==> src/hdl/assert_macros.svh <==
// Assertion macros for the formatting list unit.
`ifndef ASSERT_MACROS_SVH
`define ASSERT_MACROS_SVH
`ifndef ASSERT_OFF
`define FMLIST_ASSERT(lbl, clk, rst_n, prop, msg) \
    lbl: assert property (@(posedge clk) disable iff (!rst_n) (prop)) \
        else $error(msg);
`define FMLIST_ASSERT_NEVER(lbl, clk, rst_n, cond, msg) \
    lbl: assert property (@(posedge clk) disable iff (!rst_n) !(cond)) \
        else $error(msg);
`else
`define FMLIST_ASSERT(lbl, clk, rst_n, prop, msg)
`define FMLIST_ASSERT_NEVER(lbl, clk, rst_n, cond, msg)
`endif
`endif

==> src/hdl/fmlist_pkg.sv <==
package fmlist_pkg;

    localparam int DEPTH = 64;
    localparam int IDX_W = $clog2(DEPTH);
    localparam int LEN_W = $clog2(DEPTH + 1);

    localparam logic [2:0] CMD_PUSH_ELEM  = 3'd0;
    localparam logic [2:0] CMD_PUSH_MARK  = 3'd1;
    localparam logic [2:0] CMD_CLEAR      = 3'd2;
    localparam logic [2:0] CMD_REMOVE     = 3'd3;
    localparam logic [2:0] CMD_FIND_FIRST = 3'd4;
    localparam logic [2:0] CMD_FIND_LAST  = 3'd5;
    localparam logic [2:0] CMD_FIND_TAG   = 3'd6;

    localparam logic [2:0] NS_HTML = 3'd1;
    localparam logic [3:0] DUP_LIMIT_RESET = 4'd3;

    typedef logic [2:0]  command_t;
    typedef logic [15:0] node_t;
    typedef logic [15:0] tag_t;
    typedef logic [2:0]  space_t;
    typedef logic [31:0] attrs_t;

    typedef struct packed {
        logic   is_marker;
        node_t  node;
        tag_t   tag;
        space_t space;
        attrs_t attrs;
    } entry_t;

    typedef struct packed {
        logic marker;
        logic node_hit;
        logic dup_hit;
        logic tag_hit;
    } match_t;

endpackage

==> src/hdl/fmlist_cmd_if.sv <==
interface fmlist_cmd_if;
    logic                 valid;
    logic                 ready;
    fmlist_pkg::command_t command;
    fmlist_pkg::node_t    node_id;
    fmlist_pkg::tag_t     tag_id;
    fmlist_pkg::space_t   name_space;
    fmlist_pkg::attrs_t   attr_signature;

    modport source (
        output valid, command, node_id, tag_id, name_space, attr_signature,
        input  ready
    );
    modport sink (
        input  valid, command, node_id, tag_id, name_space, attr_signature,
        output ready
    );
endinterface

==> src/hdl/fmlist_res_if.sv <==
interface fmlist_res_if;
    logic              valid;
    logic              ready;
    logic              found;
    logic [5:0]        position;
    fmlist_pkg::node_t found_node;
    logic [6:0]        list_length;
    logic              evicted;
    logic              full_error;

    modport source (
        output valid, found, position, found_node, list_length, evicted, full_error,
        input  ready
    );
    modport sink (
        input  valid, found, position, found_node, list_length, evicted, full_error,
        output ready
    );
endinterface

==> src/hdl/fmlist_match.sv <==
module fmlist_match (
    input  fmlist_pkg::entry_t entry,
    input  fmlist_pkg::node_t  node_id,
    input  fmlist_pkg::tag_t   tag_id,
    input  fmlist_pkg::space_t name_space,
    input  fmlist_pkg::attrs_t attr_signature,
    output fmlist_pkg::match_t hit
);

    always_comb
    begin
        hit.marker   = entry.is_marker;
        hit.node_hit = !entry.is_marker && (entry.node == node_id);
        hit.dup_hit  = !entry.is_marker && (entry.tag == tag_id)
                       && (entry.space == name_space) && (entry.attrs == attr_signature);
        hit.tag_hit  = !entry.is_marker && (entry.tag == tag_id)
                       && (entry.space == fmlist_pkg::NS_HTML);
    end

endmodule

==> src/hdl/formatting_list_with_markers_unit.sv <==
// An item that is done waits in its last state until the result register is free.
// Searches read the entry memory one entry per cycle from the top or the bottom;
// a removal then moves each entry above the gap down, one entry per cycle.
// One item is in work at a time; the result register lets the next item in early.
// Reset clears the length, the control state and sets dup_limit to 3; the entry
// memory is not cleared, as only entries below the length are read.
`include "assert_macros.svh"

module formatting_list_with_markers_unit (
    input  logic        clk,
    input  logic        rst_n,
    fmlist_cmd_if.sink  cmd,
    fmlist_res_if.source res,
    input  logic        dup_limit_we,
    input  logic [3:0]  dup_limit_wdata
);

    localparam int IDX_W = fmlist_pkg::IDX_W;
    localparam int LEN_W = fmlist_pkg::LEN_W;

    localparam logic [2:0] S_IDLE  = 3'd0;
    localparam logic [2:0] S_SCAN  = 3'd1;
    localparam logic [2:0] S_SHIFT = 3'd2;
    localparam logic [2:0] S_PUSH  = 3'd3;
    localparam logic [2:0] S_DONE  = 3'd4;

    fmlist_pkg::entry_t mem [fmlist_pkg::DEPTH];
    fmlist_pkg::entry_t rd_data_reg;
    fmlist_pkg::entry_t mem_wdata;
    fmlist_pkg::entry_t new_entry;
    fmlist_pkg::match_t hit;

    logic             mem_re;
    logic             mem_we;
    logic [IDX_W-1:0] mem_raddr;
    logic [IDX_W-1:0] mem_waddr;

    logic [2:0]       state_reg, state_next;
    logic [3:0]       dup_limit_reg;
    logic [LEN_W-1:0] len_reg, len_next;
    logic [LEN_W-1:0] len_m1;
    logic [IDX_W-1:0] addr_reg, addr_next;
    logic [LEN_W-1:0] rem_reg, rem_next;
    logic [IDX_W-1:0] rd_idx_reg, rd_idx_next;
    logic             rd_valid_reg, rd_valid_next;
    logic [LEN_W-1:0] cnt_reg, cnt_next;
    logic [IDX_W-1:0] earliest_reg, earliest_next;
    logic             found_reg, found_next;
    logic [IDX_W-1:0] pos_reg, pos_next;
    fmlist_pkg::node_t fnode_reg, fnode_next;
    logic             evicted_reg, evicted_next;
    logic             full_reg, full_next;
    logic             out_valid_reg, out_valid_next;
    logic             stop;
    logic             accept;
    logic             res_load;

    fmlist_pkg::command_t cmd_reg;
    fmlist_pkg::node_t    node_reg;
    fmlist_pkg::tag_t     tag_reg;
    fmlist_pkg::space_t   space_reg;
    fmlist_pkg::attrs_t   attrs_reg;

    logic              res_found_reg;
    logic [5:0]        res_pos_reg;
    fmlist_pkg::node_t res_fnode_reg;
    logic [6:0]        res_len_reg;
    logic              res_evicted_reg;
    logic              res_full_reg;
    logic [IDX_W+5:0]  pos_wide;
    logic [LEN_W+6:0]  len_wide;

    assign cmd.ready = (state_reg == S_IDLE);
    assign accept    = cmd.valid && cmd.ready;
    assign len_m1    = len_reg - 1'b1;
    assign pos_wide  = {6'b000000, pos_reg};
    assign len_wide  = {7'b0000000, len_reg};

    assign new_entry.is_marker = (cmd_reg == fmlist_pkg::CMD_PUSH_MARK);
    assign new_entry.node      = node_reg;
    assign new_entry.tag       = tag_reg;
    assign new_entry.space     = space_reg;
    assign new_entry.attrs     = attrs_reg;

    fmlist_match u_match (
        .entry          (rd_data_reg),
        .node_id        (node_reg),
        .tag_id         (tag_reg),
        .name_space     (space_reg),
        .attr_signature (attrs_reg),
        .hit            (hit)
    );

    always_comb
    begin
        state_next     = state_reg;
        len_next       = len_reg;
        addr_next      = addr_reg;
        rem_next       = rem_reg;
        rd_idx_next    = rd_idx_reg;
        rd_valid_next  = rd_valid_reg;
        cnt_next       = cnt_reg;
        earliest_next  = earliest_reg;
        found_next     = found_reg;
        pos_next       = pos_reg;
        fnode_next     = fnode_reg;
        evicted_next   = evicted_reg;
        full_next      = full_reg;
        out_valid_next = out_valid_reg && !res.ready;
        res_load       = 1'b0;
        stop           = 1'b0;
        mem_re         = 1'b0;
        mem_raddr      = addr_reg;
        mem_we         = 1'b0;
        mem_waddr      = rd_idx_reg - 1'b1;
        mem_wdata      = rd_data_reg;

        case (state_reg)
            S_IDLE:
            begin
                if (accept)
                begin
                    cnt_next      = '0;
                    earliest_next = '0;
                    found_next    = 1'b0;
                    pos_next      = '0;
                    fnode_next    = '0;
                    evicted_next  = 1'b0;
                    full_next     = 1'b0;
                    rd_valid_next = 1'b0;
                    rem_next      = len_reg;
                    addr_next     = (cmd.command == fmlist_pkg::CMD_FIND_FIRST) ?
                                    '0 : len_m1[IDX_W-1:0];
                    case (cmd.command)
                        fmlist_pkg::CMD_PUSH_MARK:  state_next = S_PUSH;
                        fmlist_pkg::CMD_PUSH_ELEM,
                        fmlist_pkg::CMD_CLEAR,
                        fmlist_pkg::CMD_REMOVE,
                        fmlist_pkg::CMD_FIND_FIRST,
                        fmlist_pkg::CMD_FIND_LAST,
                        fmlist_pkg::CMD_FIND_TAG:   state_next = S_SCAN;
                        default:                    state_next = S_DONE;
                    endcase
                end
            end

            S_SCAN:
            begin
                if (rd_valid_reg)
                begin
                    case (cmd_reg)
                        fmlist_pkg::CMD_PUSH_ELEM:
                        begin
                            if (hit.marker)
                            begin
                                stop = 1'b1;
                            end
                            else if (hit.dup_hit)
                            begin
                                cnt_next      = cnt_reg + 1'b1;
                                earliest_next = rd_idx_reg;
                            end
                        end
                        fmlist_pkg::CMD_CLEAR:
                        begin
                            stop = hit.marker;
                        end
                        fmlist_pkg::CMD_REMOVE,
                        fmlist_pkg::CMD_FIND_FIRST,
                        fmlist_pkg::CMD_FIND_LAST:
                        begin
                            if (hit.node_hit)
                            begin
                                stop       = 1'b1;
                                found_next = 1'b1;
                                pos_next   = rd_idx_reg;
                            end
                        end
                        fmlist_pkg::CMD_FIND_TAG:
                        begin
                            if (hit.marker)
                            begin
                                stop = 1'b1;
                            end
                            else if (hit.tag_hit)
                            begin
                                stop       = 1'b1;
                                found_next = 1'b1;
                                pos_next   = rd_idx_reg;
                                fnode_next = rd_data_reg.node;
                            end
                        end
                        default:
                        begin
                            stop = 1'b1;
                        end
                    endcase
                end

                if (stop || (rem_reg == '0))
                begin
                    rd_valid_next = 1'b0;
                    case (cmd_reg)
                        fmlist_pkg::CMD_PUSH_ELEM:
                        begin
                            if ((cnt_next != '0) &&
                                ({4'b0000, cnt_next} >= {{LEN_W{1'b0}}, dup_limit_reg}))
                            begin
                                evicted_next = 1'b1;
                                addr_next    = earliest_next + 1'b1;
                                rem_next     = len_m1 - LEN_W'(earliest_next);
                                state_next   = S_SHIFT;
                            end
                            else
                            begin
                                state_next = S_PUSH;
                            end
                        end
                        fmlist_pkg::CMD_CLEAR:
                        begin
                            len_next   = stop ? LEN_W'(rd_idx_reg) : '0;
                            state_next = S_DONE;
                        end
                        fmlist_pkg::CMD_REMOVE:
                        begin
                            if (found_next)
                            begin
                                addr_next  = rd_idx_reg + 1'b1;
                                rem_next   = len_m1 - LEN_W'(rd_idx_reg);
                                state_next = S_SHIFT;
                            end
                            else
                            begin
                                state_next = S_DONE;
                            end
                        end
                        default:
                        begin
                            state_next = S_DONE;
                        end
                    endcase
                end
                else
                begin
                    mem_re        = 1'b1;
                    rd_valid_next = 1'b1;
                    rd_idx_next   = addr_reg;
                    rem_next      = rem_reg - 1'b1;
                    addr_next     = (cmd_reg == fmlist_pkg::CMD_FIND_FIRST) ?
                                    addr_reg + 1'b1 : addr_reg - 1'b1;
                end
            end

            S_SHIFT:
            begin
                mem_we = rd_valid_reg;
                if (rem_reg != '0)
                begin
                    mem_re        = 1'b1;
                    rd_valid_next = 1'b1;
                    rd_idx_next   = addr_reg;
                    rem_next      = rem_reg - 1'b1;
                    addr_next     = addr_reg + 1'b1;
                end
                else
                begin
                    rd_valid_next = 1'b0;
                    len_next      = len_m1;
                    state_next    = (cmd_reg == fmlist_pkg::CMD_PUSH_ELEM) ? S_PUSH : S_DONE;
                end
            end

            S_PUSH:
            begin
                if (len_reg == LEN_W'(fmlist_pkg::DEPTH))
                begin
                    full_next = 1'b1;
                end
                else
                begin
                    mem_we    = 1'b1;
                    mem_waddr = len_reg[IDX_W-1:0];
                    mem_wdata = new_entry;
                    len_next  = len_reg + 1'b1;
                end
                state_next = S_DONE;
            end

            S_DONE:
            begin
                if (!out_valid_reg || res.ready)
                begin
                    res_load       = 1'b1;
                    out_valid_next = 1'b1;
                    state_next     = S_IDLE;
                end
            end

            default:
            begin
                state_next = S_IDLE;
            end
        endcase
    end

    always_ff @(posedge clk or negedge rst_n)
    begin
        if (!rst_n)
        begin
            state_reg     <= S_IDLE;
            dup_limit_reg <= fmlist_pkg::DUP_LIMIT_RESET;
            len_reg       <= '0;
            rd_valid_reg  <= 1'b0;
            out_valid_reg <= 1'b0;
        end
        else
        begin
            state_reg     <= state_next;
            len_reg       <= len_next;
            rd_valid_reg  <= rd_valid_next;
            out_valid_reg <= out_valid_next;
            if (dup_limit_we)
            begin
                dup_limit_reg <= dup_limit_wdata;
            end
        end
    end

    always_ff @(posedge clk)
    begin
        addr_reg     <= addr_next;
        rem_reg      <= rem_next;
        rd_idx_reg   <= rd_idx_next;
        cnt_reg      <= cnt_next;
        earliest_reg <= earliest_next;
        found_reg    <= found_next;
        pos_reg      <= pos_next;
        fnode_reg    <= fnode_next;
        evicted_reg  <= evicted_next;
        full_reg     <= full_next;
        if (accept)
        begin
            cmd_reg   <= cmd.command;
            node_reg  <= cmd.node_id;
            tag_reg   <= cmd.tag_id;
            space_reg <= cmd.name_space;
            attrs_reg <= cmd.attr_signature;
        end
        if (res_load)
        begin
            res_found_reg   <= found_reg;
            res_pos_reg     <= pos_wide[5:0];
            res_fnode_reg   <= fnode_reg;
            res_len_reg     <= len_wide[6:0];
            res_evicted_reg <= evicted_reg;
            res_full_reg    <= full_reg;
        end
    end

    always_ff @(posedge clk)
    begin
        if (mem_we)
        begin
            mem[mem_waddr] <= mem_wdata;
        end
        if (mem_re)
        begin
            rd_data_reg <= mem[mem_raddr];
        end
    end

    assign res.valid       = out_valid_reg;
    assign res.found       = res_found_reg;
    assign res.position    = res_pos_reg;
    assign res.found_node  = res_fnode_reg;
    assign res.list_length = res_len_reg;
    assign res.evicted     = res_evicted_reg;
    assign res.full_error  = res_full_reg;

    `FMLIST_ASSERT(a_len_bound, clk, rst_n, len_reg <= LEN_W'(fmlist_pkg::DEPTH), "length beyond depth")
    `FMLIST_ASSERT(a_push_grows, clk, rst_n, (state_reg == S_PUSH && len_reg != LEN_W'(fmlist_pkg::DEPTH)) |=> (len_reg == $past(len_reg) + 1'b1), "push did not grow the list")
    `FMLIST_ASSERT_NEVER(a_rw_clash, clk, rst_n, mem_we && mem_re && (mem_waddr == mem_raddr), "read and write of one entry in one cycle")
    `FMLIST_ASSERT(a_read_in_walk, clk, rst_n, rd_valid_reg |-> (state_reg == S_SCAN || state_reg == S_SHIFT), "read data pending outside a walk")

endmodule

==> src/flat_wrapper.sv <==
// flat-port wrapper written by rule: the top's interface ports become plain ports
module formatting_list_with_markers_unit_flat 
  (clk, rst_n, dup_limit_we, dup_limit_wdata, cmd_valid, cmd_command, cmd_node_id, cmd_tag_id, cmd_name_space, cmd_attr_signature, cmd_ready, res_valid, res_found, res_position, res_found_node, res_list_length, res_evicted, res_full_error, res_ready);
  fmlist_cmd_if cmd_i ();
  fmlist_res_if res_i ();
  input  logic clk;
  input  logic rst_n;
  input  logic dup_limit_we;
  input  logic [3:0] dup_limit_wdata;
  input wire logic [$bits(cmd_i.valid)-1:0] cmd_valid;
  input wire logic [$bits(cmd_i.command)-1:0] cmd_command;
  input wire logic [$bits(cmd_i.node_id)-1:0] cmd_node_id;
  input wire logic [$bits(cmd_i.tag_id)-1:0] cmd_tag_id;
  input wire logic [$bits(cmd_i.name_space)-1:0] cmd_name_space;
  input wire logic [$bits(cmd_i.attr_signature)-1:0] cmd_attr_signature;
  output wire logic [$bits(cmd_i.ready)-1:0] cmd_ready;
  output wire logic [$bits(res_i.valid)-1:0] res_valid;
  output wire logic [$bits(res_i.found)-1:0] res_found;
  output wire logic [$bits(res_i.position)-1:0] res_position;
  output wire logic [$bits(res_i.found_node)-1:0] res_found_node;
  output wire logic [$bits(res_i.list_length)-1:0] res_list_length;
  output wire logic [$bits(res_i.evicted)-1:0] res_evicted;
  output wire logic [$bits(res_i.full_error)-1:0] res_full_error;
  input wire logic [$bits(res_i.ready)-1:0] res_ready;
  assign cmd_i.valid = cmd_valid;
  assign cmd_i.command = cmd_command;
  assign cmd_i.node_id = cmd_node_id;
  assign cmd_i.tag_id = cmd_tag_id;
  assign cmd_i.name_space = cmd_name_space;
  assign cmd_i.attr_signature = cmd_attr_signature;
  assign cmd_ready = cmd_i.ready;
  assign res_valid = res_i.valid;
  assign res_found = res_i.found;
  assign res_position = res_i.position;
  assign res_found_node = res_i.found_node;
  assign res_list_length = res_i.list_length;
  assign res_evicted = res_i.evicted;
  assign res_full_error = res_i.full_error;
  assign res_i.ready = res_ready;
  formatting_list_with_markers_unit u_core (.clk(clk), .rst_n(rst_n), .cmd(cmd_i), .res(res_i), .dup_limit_we(dup_limit_we), .dup_limit_wdata(dup_limit_wdata));
endmodule
==> config.mk <==
export PLATFORM = sky130hd
export DESIGN_NAME = formatting_list_with_markers_unit_flat
export DESIGN_NICKNAME = d
export VERILOG_FILES = /design/src/hdl/fmlist_pkg.sv /design/src/hdl/fmlist_cmd_if.sv /design/src/hdl/fmlist_res_if.sv /design/src/hdl/fmlist_match.sv /design/src/hdl/formatting_list_with_markers_unit.sv /design/src/flat_wrapper.sv
export VERILOG_INCLUDE_DIRS = /design/src /design/src/hdl
export SDC_FILE = /design/constraint.sdc
export NUM_CORES = 2
export LEC_CHECK = 0
export BUFFER_PORTS_ARGS = -buffer_cell sky130_fd_sc_hd__buf_2
export CAP_MARGIN = 10
export CORE_ASPECT_RATIO = 0.5
export CORE_MARGIN = 4
export CORE_UTILIZATION = 40
export CTS_CLUSTER_DIAMETER = 120
export DETAILED_ROUTE_END_ITERATION = 12
export GPL_ROUTABILITY_DRIVEN = 0
export PLACE_DENSITY = 0.58
export SLEW_MARGIN = 25
export SYNTH_ARGS = -nofsm -noshare
export SYNTH_HDL_FRONTEND = slang
export SYNTH_HIERARCHICAL = 1
export SYNTH_MEMORY_MAX_BITS = 65536
export SYNTH_SLANG_ARGS = --single-unit
==> constraint.sdc <==
create_clock -name clk -period 15.4 [get_ports clk]
set_clock_uncertainty 0.15 [all_clocks]
set_input_delay 0.77 -clock clk [delete_from_list [all_inputs] [get_ports clk]]
set_output_delay 0.77 -clock clk [all_outputs]
set_load 0.05 [all_outputs]
After elaboration in Yosys (flattened, before gate mapping)

Memory sizes are Yosys's and may differ from the RTL's. A register that Yosys moved wholly into a read port is not among the register bits.
Index checks and enable logic that the tools add are counted.
Widths: inputs -> output; s select.

Magnitude comparators: 1
Add/subtract/negate cells: 11
Mux-type cells: 98
Eq/ne operators: 44
Reductions and logical operators: 36

Operators by type and width:

| kind                | number |
|---|---|
| $mux 68             | 2 |
| $mux 6              | 22 |
| $mux 7              | 15 |
| $mux 16             | 5 |
| $pmux 6 s2          | 5 |
| $pmux 7 s3          | 2 |
| $eq 16x16->1        | 2 |
| $eq 32x32->1        | 1 |
| $pmux 16 s2         | 1 |
| $pmux 7 s2          | 2 |
| $mux 1              | 26 |
| $eq 3x3->1 const B  | 7 |
| $add 6x1->6 const B | 3 |
| $eq 3x2->1 const B  | 6 |
| $mux 3              | 6 |
| $pmux 6 s3          | 1 |
| $ne 2x1->1 const B  | 8 |
| $pmux 3 s5          | 1 |
| $add 7x1->7 const B | 2 |
| $ne 2x2->1 const B  | 7 |
| $reduce_bool 7->1   | 2 |
| $sub 7x1->7 const B | 2 |
| $sub 7x6->7         | 2 |
| $eq 3x1->1 const B  | 4 |
| other kinds (27)    | 56 |

Memory bits (writable): 4352
Register bits: 175
Memories: 1
Input port bits: 79
Output and inout port bits: 34

Memory list:

| name       | words | width | read ports | clocked after Yosys merged registers in | write ports | RTL line                                | source |
|---|---|---|---|---|---|---|---|
| u_core.mem | 64    | 68    | 1          | 1                                       | 1           | formatting_list_with_markers_unit.sv:27 | `fmlist_pkg::entry_t mem [fmlist_pkg::DEPTH];` |

Logic depth before layout (Yosys ltp)

Depth after elaboration: 15
Gate-level depth with buffers: 17
Gate-level depth less buffers: 16

Modules after synthesis

Netlist, hierarchy kept.

Modules (own cells, without submodules):

| module                            | area each (um2) | seq. area each (um2) | instances | cells each |
|---|---|---|---|---|
| formatting_list_with_markers_unit | 175874.9        | 137904.8             | 1         | 7509 |
| fmlist_match                      | 782.0           | 0.0                  | 1         | 100 |

Least setup slack after synthesis

No wires, ideal clock.

Kind: register to register
Start point: register u_core.len_reg[0]
End point: memory u_core/mem[0][0] (netlist bit) (enable)
Clock period less this slack: 5465 ps
Setup slack: 9935 ps
Cell stages (with the launch flop): 9
Required time: 14755 ps
Arrival: 4820 ps
Path through: dfrtp_1 > inv_1 > ha_1 > and2_1 > a31oi_2 > clkbuf_1 > o21a_1 > nand2_1 > nor2_1

Longest elaborated chain between the ends: 5
Elaborated cells on any way between the ends: 7
Classes of those cells: eq/ne (1); mux (6)

Ends and longest elaborated chain:

| item                         | RTL line                                 | source |
|---|---|---|
| start: declaration           | formatting_list_with_markers_unit.sv:40  | `logic [LEN_W-1:0] len_reg, len_next;` |
| start signal: assignment     | formatting_list_with_markers_unit.sv:319 | `len_reg <= len_next;` |
| $eq 7x7->1                   | formatting_list_with_markers_unit.sv:275 | `if (len_reg == LEN_W'(fmlist_pkg::DEPTH))` |
| $mux 1                       | formatting_list_with_markers_unit.sv:275 |  |
| $pmux 1 s2                   | formatting_list_with_markers_unit.sv:118 | `case (state_reg)` |
| $mux 1                       | formatting_list_with_markers_unit.sv:362 | `if (mem_we)` |
| $mux 1 (implied by the code) | formatting_list_with_markers_unit.sv:364 | `mem[mem_waddr] <= mem_wdata;` |
| end: declaration             | formatting_list_with_markers_unit.sv:27  |  |

Parallel ways exist; a longest one is shown, timed or not.

Worst setup path after layout

Start point: register u_core.state_reg[0]
End point: memory u_core/mem[23][27] (netlist bit) (enable)

Longest elaborated chain between the ends: 4
Elaborated cells on any way between the ends: 6
Classes of those cells: eq/ne (2); mux (4)

Ends and longest elaborated chain:

| item                         | RTL line                                 | source |
|---|---|---|
| start: declaration           | formatting_list_with_markers_unit.sv:38  | `logic [2:0] state_reg, state_next;` |
| start signal: assignment     | formatting_list_with_markers_unit.sv:318 | `state_reg <= state_next;` |
| $eq 3x2->1                   | formatting_list_with_markers_unit.sv:118 |  |
| $pmux 1 s2                   | formatting_list_with_markers_unit.sv:118 |  |
| $mux 1                       | formatting_list_with_markers_unit.sv:362 |  |
| $mux 1 (implied by the code) | formatting_list_with_markers_unit.sv:364 |  |

Parallel ways exist; a longest one is shown, timed or not.

==> reports/qor.yml <==
path_max_fanout: 60
cts_max_level: 5
grt_pass1_wl_um: 706000
critical_path.startpoint: "u_core/state_reg[0]$_DFFE_PN0P_"
clock_latency_ns: 0.96
worst-path-buf-inv: 3
post_cts_resized: 0
grt_max_degree: 116
cts_tree: "yes"
grt-ovfl-total: 0
critical_path_class: "reg -> reg"
r2r_start: "u_core/state_reg[0]$_DFFE_PN0P_"
clockBufferDepth: 4
seqCellArea_mm2: 0.138
avgSynthCellArea_um2: 23.2
fp.dieH_um: 478
slew_violations: 0
worst_ir_drop_vdd_mv: 0.0957
largest_register_ffs: 4352
tightest_slew_ns: 1.13
cpMostUsedCell: "buf_4"
reg2regPathDepth: 9
drc: 0
dp_hpwl_um: 293000
finalHoldViolCount: 0
ys_ff_latch: 4595
detail_route.vias_per_cell: 6.03
synth_ff_type: "edfxtp_1"
path_clk_slew_ns: 0.07
total_power_mw: 23.9
routed_wl_um: 512000
final_antenna_net_count: 0
cpLargestDelayFamily: "buffers and inverters"
io_buffers: 112
reg2reg_slack_ns: 8.80
antenna_found_initial: 32
path_cells: "nand3b_1 > a31oi_4 > buf_6 > mux2_2 > nor2_1 > nand2_1 > nor2_4 > buf_4 > buf_4"
worstPathArrival_ns: 7.00
vias: 86758
setup-tns-final_ns: 0
placementRows: 172
start_util_pct: 40.2
grt_usage_pct: 22.2
setup_violations: 0
postSynthNetCount: 7709
synth.distinct_cells: 73
die_x_um: 948
m1WireLength_um: 211000
rsz0062_at_grt: "false"
place_ws_ns: 8.96
hold_class: "in -> async"
wl_met3_um: 52800
cts_buffers: 422
fmax_ghz: 0.151
max-cap-violations: 0
powerDensity_mw_per_mm2: 120
top_layer_used: "met5"
crit_path_end_kind: "flop"
r2r-end: "u_core/mem[23][27]$_DFFE_PP_"
io_pins: 113
grt_pass1_vias: 83885
wl_met2_um: 234000
clock-sinks: 4595
multi_input_area_mm2: 0.0373
drive_gt1_share_pct: 28.0
firstDrtPassIters: 6
startpoint_type: "flop"
cp.required_ns: 15.79
status: "finished clean"
async_reset_ff_share_pct: 0.348
cts-root-buf: "clkbuf_16"
post-route-min-period_ns: 6.60
core_area_mm2: 0.439
slew_headroom_pct: 24.7
area_growth_syn_to_layout_pct: 13.3
fillerInstances: 36368
crit_slowest_cell: "buf_4"
finalCritPeriodShare_pct: 42.9
yosys_warnings: 6
synth_cells: 7609
layout_setup_ws_ns: 8.80
syn_area_mm2: 0.177
dieArea_mm2: 0.453
drtIter0Drc: 13333
critPathMaxStageDelay_ns: 0.84
power.leakage_nw: 43.3
wl_per_cell_um: 35.6
nets: 8226
ys_seq_area_share_pct: 78.1
synth-edff-count: 4579
==> area by class of cell <==
cell class | instances | area share (%)
multi-input cells | 2590 | 18.6
flip-flops and latches | 4595 | 68.9
diodes | 8 | 0.0100
clock inverters | 245 | 1.13
clock buffers | 517 | 5.52
inverters | 32 | 0.0700
repair buffers | 485 | 2.00
well taps | 5916 | 3.70
==> layer usage <==
| metal | up-vias | global-route usage [%] |
|---|---|---|
| met5 | - | 0 |
| met3 | 625 | 4.34 |
| li1 | 33605 | - |
| met2 | 4836 | 33.7 |
| met4 | 8 | 5.70 |
| met1 | 47684 | 33.1 |
==> worst max-delay path by stage <==
stage / depth (start not counted) / to
finish: 9 / u_core/mem[23][27]$_DFFE_PP_
global route: 9 / u_core/mem[23][38]$_DFFE_PP_
CTS: 9 / u_core/mem[23][0]$_DFFE_PP_
detailed placement: 9 / u_core/mem[23][29]$_DFFE_PP_
global placement: 11 / u_core/mem[44][44]$_DFFE_PP_
floorplan: 8 / u_core/mem[0][0]$_DFFE_PP_
==> cells by family after synthesis <==
| family | Yosys count | synth area share, % |
|---|---|---|
| simple gates | 510 | 1.33 |
| xor+xnor | 96 | 0.476 |
| mux | 1455 | 16.9 |
| flops | 4595 | 78.1 |
| fa+ha+maj | 21 | 0.153 |
| buf+inv | 424 | 1.20 |
| compound gates | 508 | 1.88 |
==> synthesized netlist by cell type, types with 75 or more instances <==
master | n | share of area [%]
edfxtp_1 | 4579 | 78
xor2_1 | 78 | 0.39
mux2i_1 | 165 | 0.93
buf_2 | 111 | 0.31
o22ai_1 | 78 | 0.28
a21oi_1 | 101 | 0.29
o21ai_0 | 98 | 0.28
clkbuf_1 | 145 | 0.31
nand2_1 | 167 | 0.35
nor2_1 | 161 | 0.34
mux2_2 | 75 | 0.48
mux4_2 | 1215 | 15
==> worst reg2reg max path, stage by stage (launching register included) <==
cell      delay [ns]
dfrtp_1         0.81
nand3b_1        0.38
a31oi_4         0.74
buf_6           0.67
mux2_2          0.54
nor2_1          0.14
nand2_1         0.49
nor2_4          0.82
buf_4           0.56
buf_4           0.88
==> report_power, final <==
group	switching (mW)	internal [mW]	total, mW
Sequential	0.000325	13.5	13.5
Clock	4.59	5.74	10.3
Combinational	0.0256	0.0228	0.0485
==> stage by stage <==
step,util (%),hold slack [ns],instance area (um2),cells
after floorplan,-,0.250,177000,7609
after global placement,42.2,0.255,186000,13524
after detailed placement,42.3,0.255,186000,13530
after CTS,45.5,0.00157,200000,14373
after global routing,45.5,0.184,200000,14381
final,45.5,0.215,200000,14388
==> layout by cell type (no fill, tap or decap), drive strengths merged, types with 75 or more instances in the layout <==
master | synthesis | routed
a21oi | 101 | 101
mux4 | 1215 | 1215
buf | 247 | 403
nand2 | 167 | 167
mux2i | 165 | 165
xor2 | 78 | 78
nor2 | 161 | 161
clkbuf | 145 | 517
clkinv | 0 | 189
mux2 | 75 | 75
dlygate4sd3 | 0 | 82
o21ai | 123 | 123
edfxtp | 4579 | 4579
o22ai | 78 | 78
==> repair_timing <==
item,4_1_cts,5_1_grt
endpoints found under the hold margin,89,1
hold buffers,81,1
setup buffers,0,0
Power figures use the tool's default switching activity.
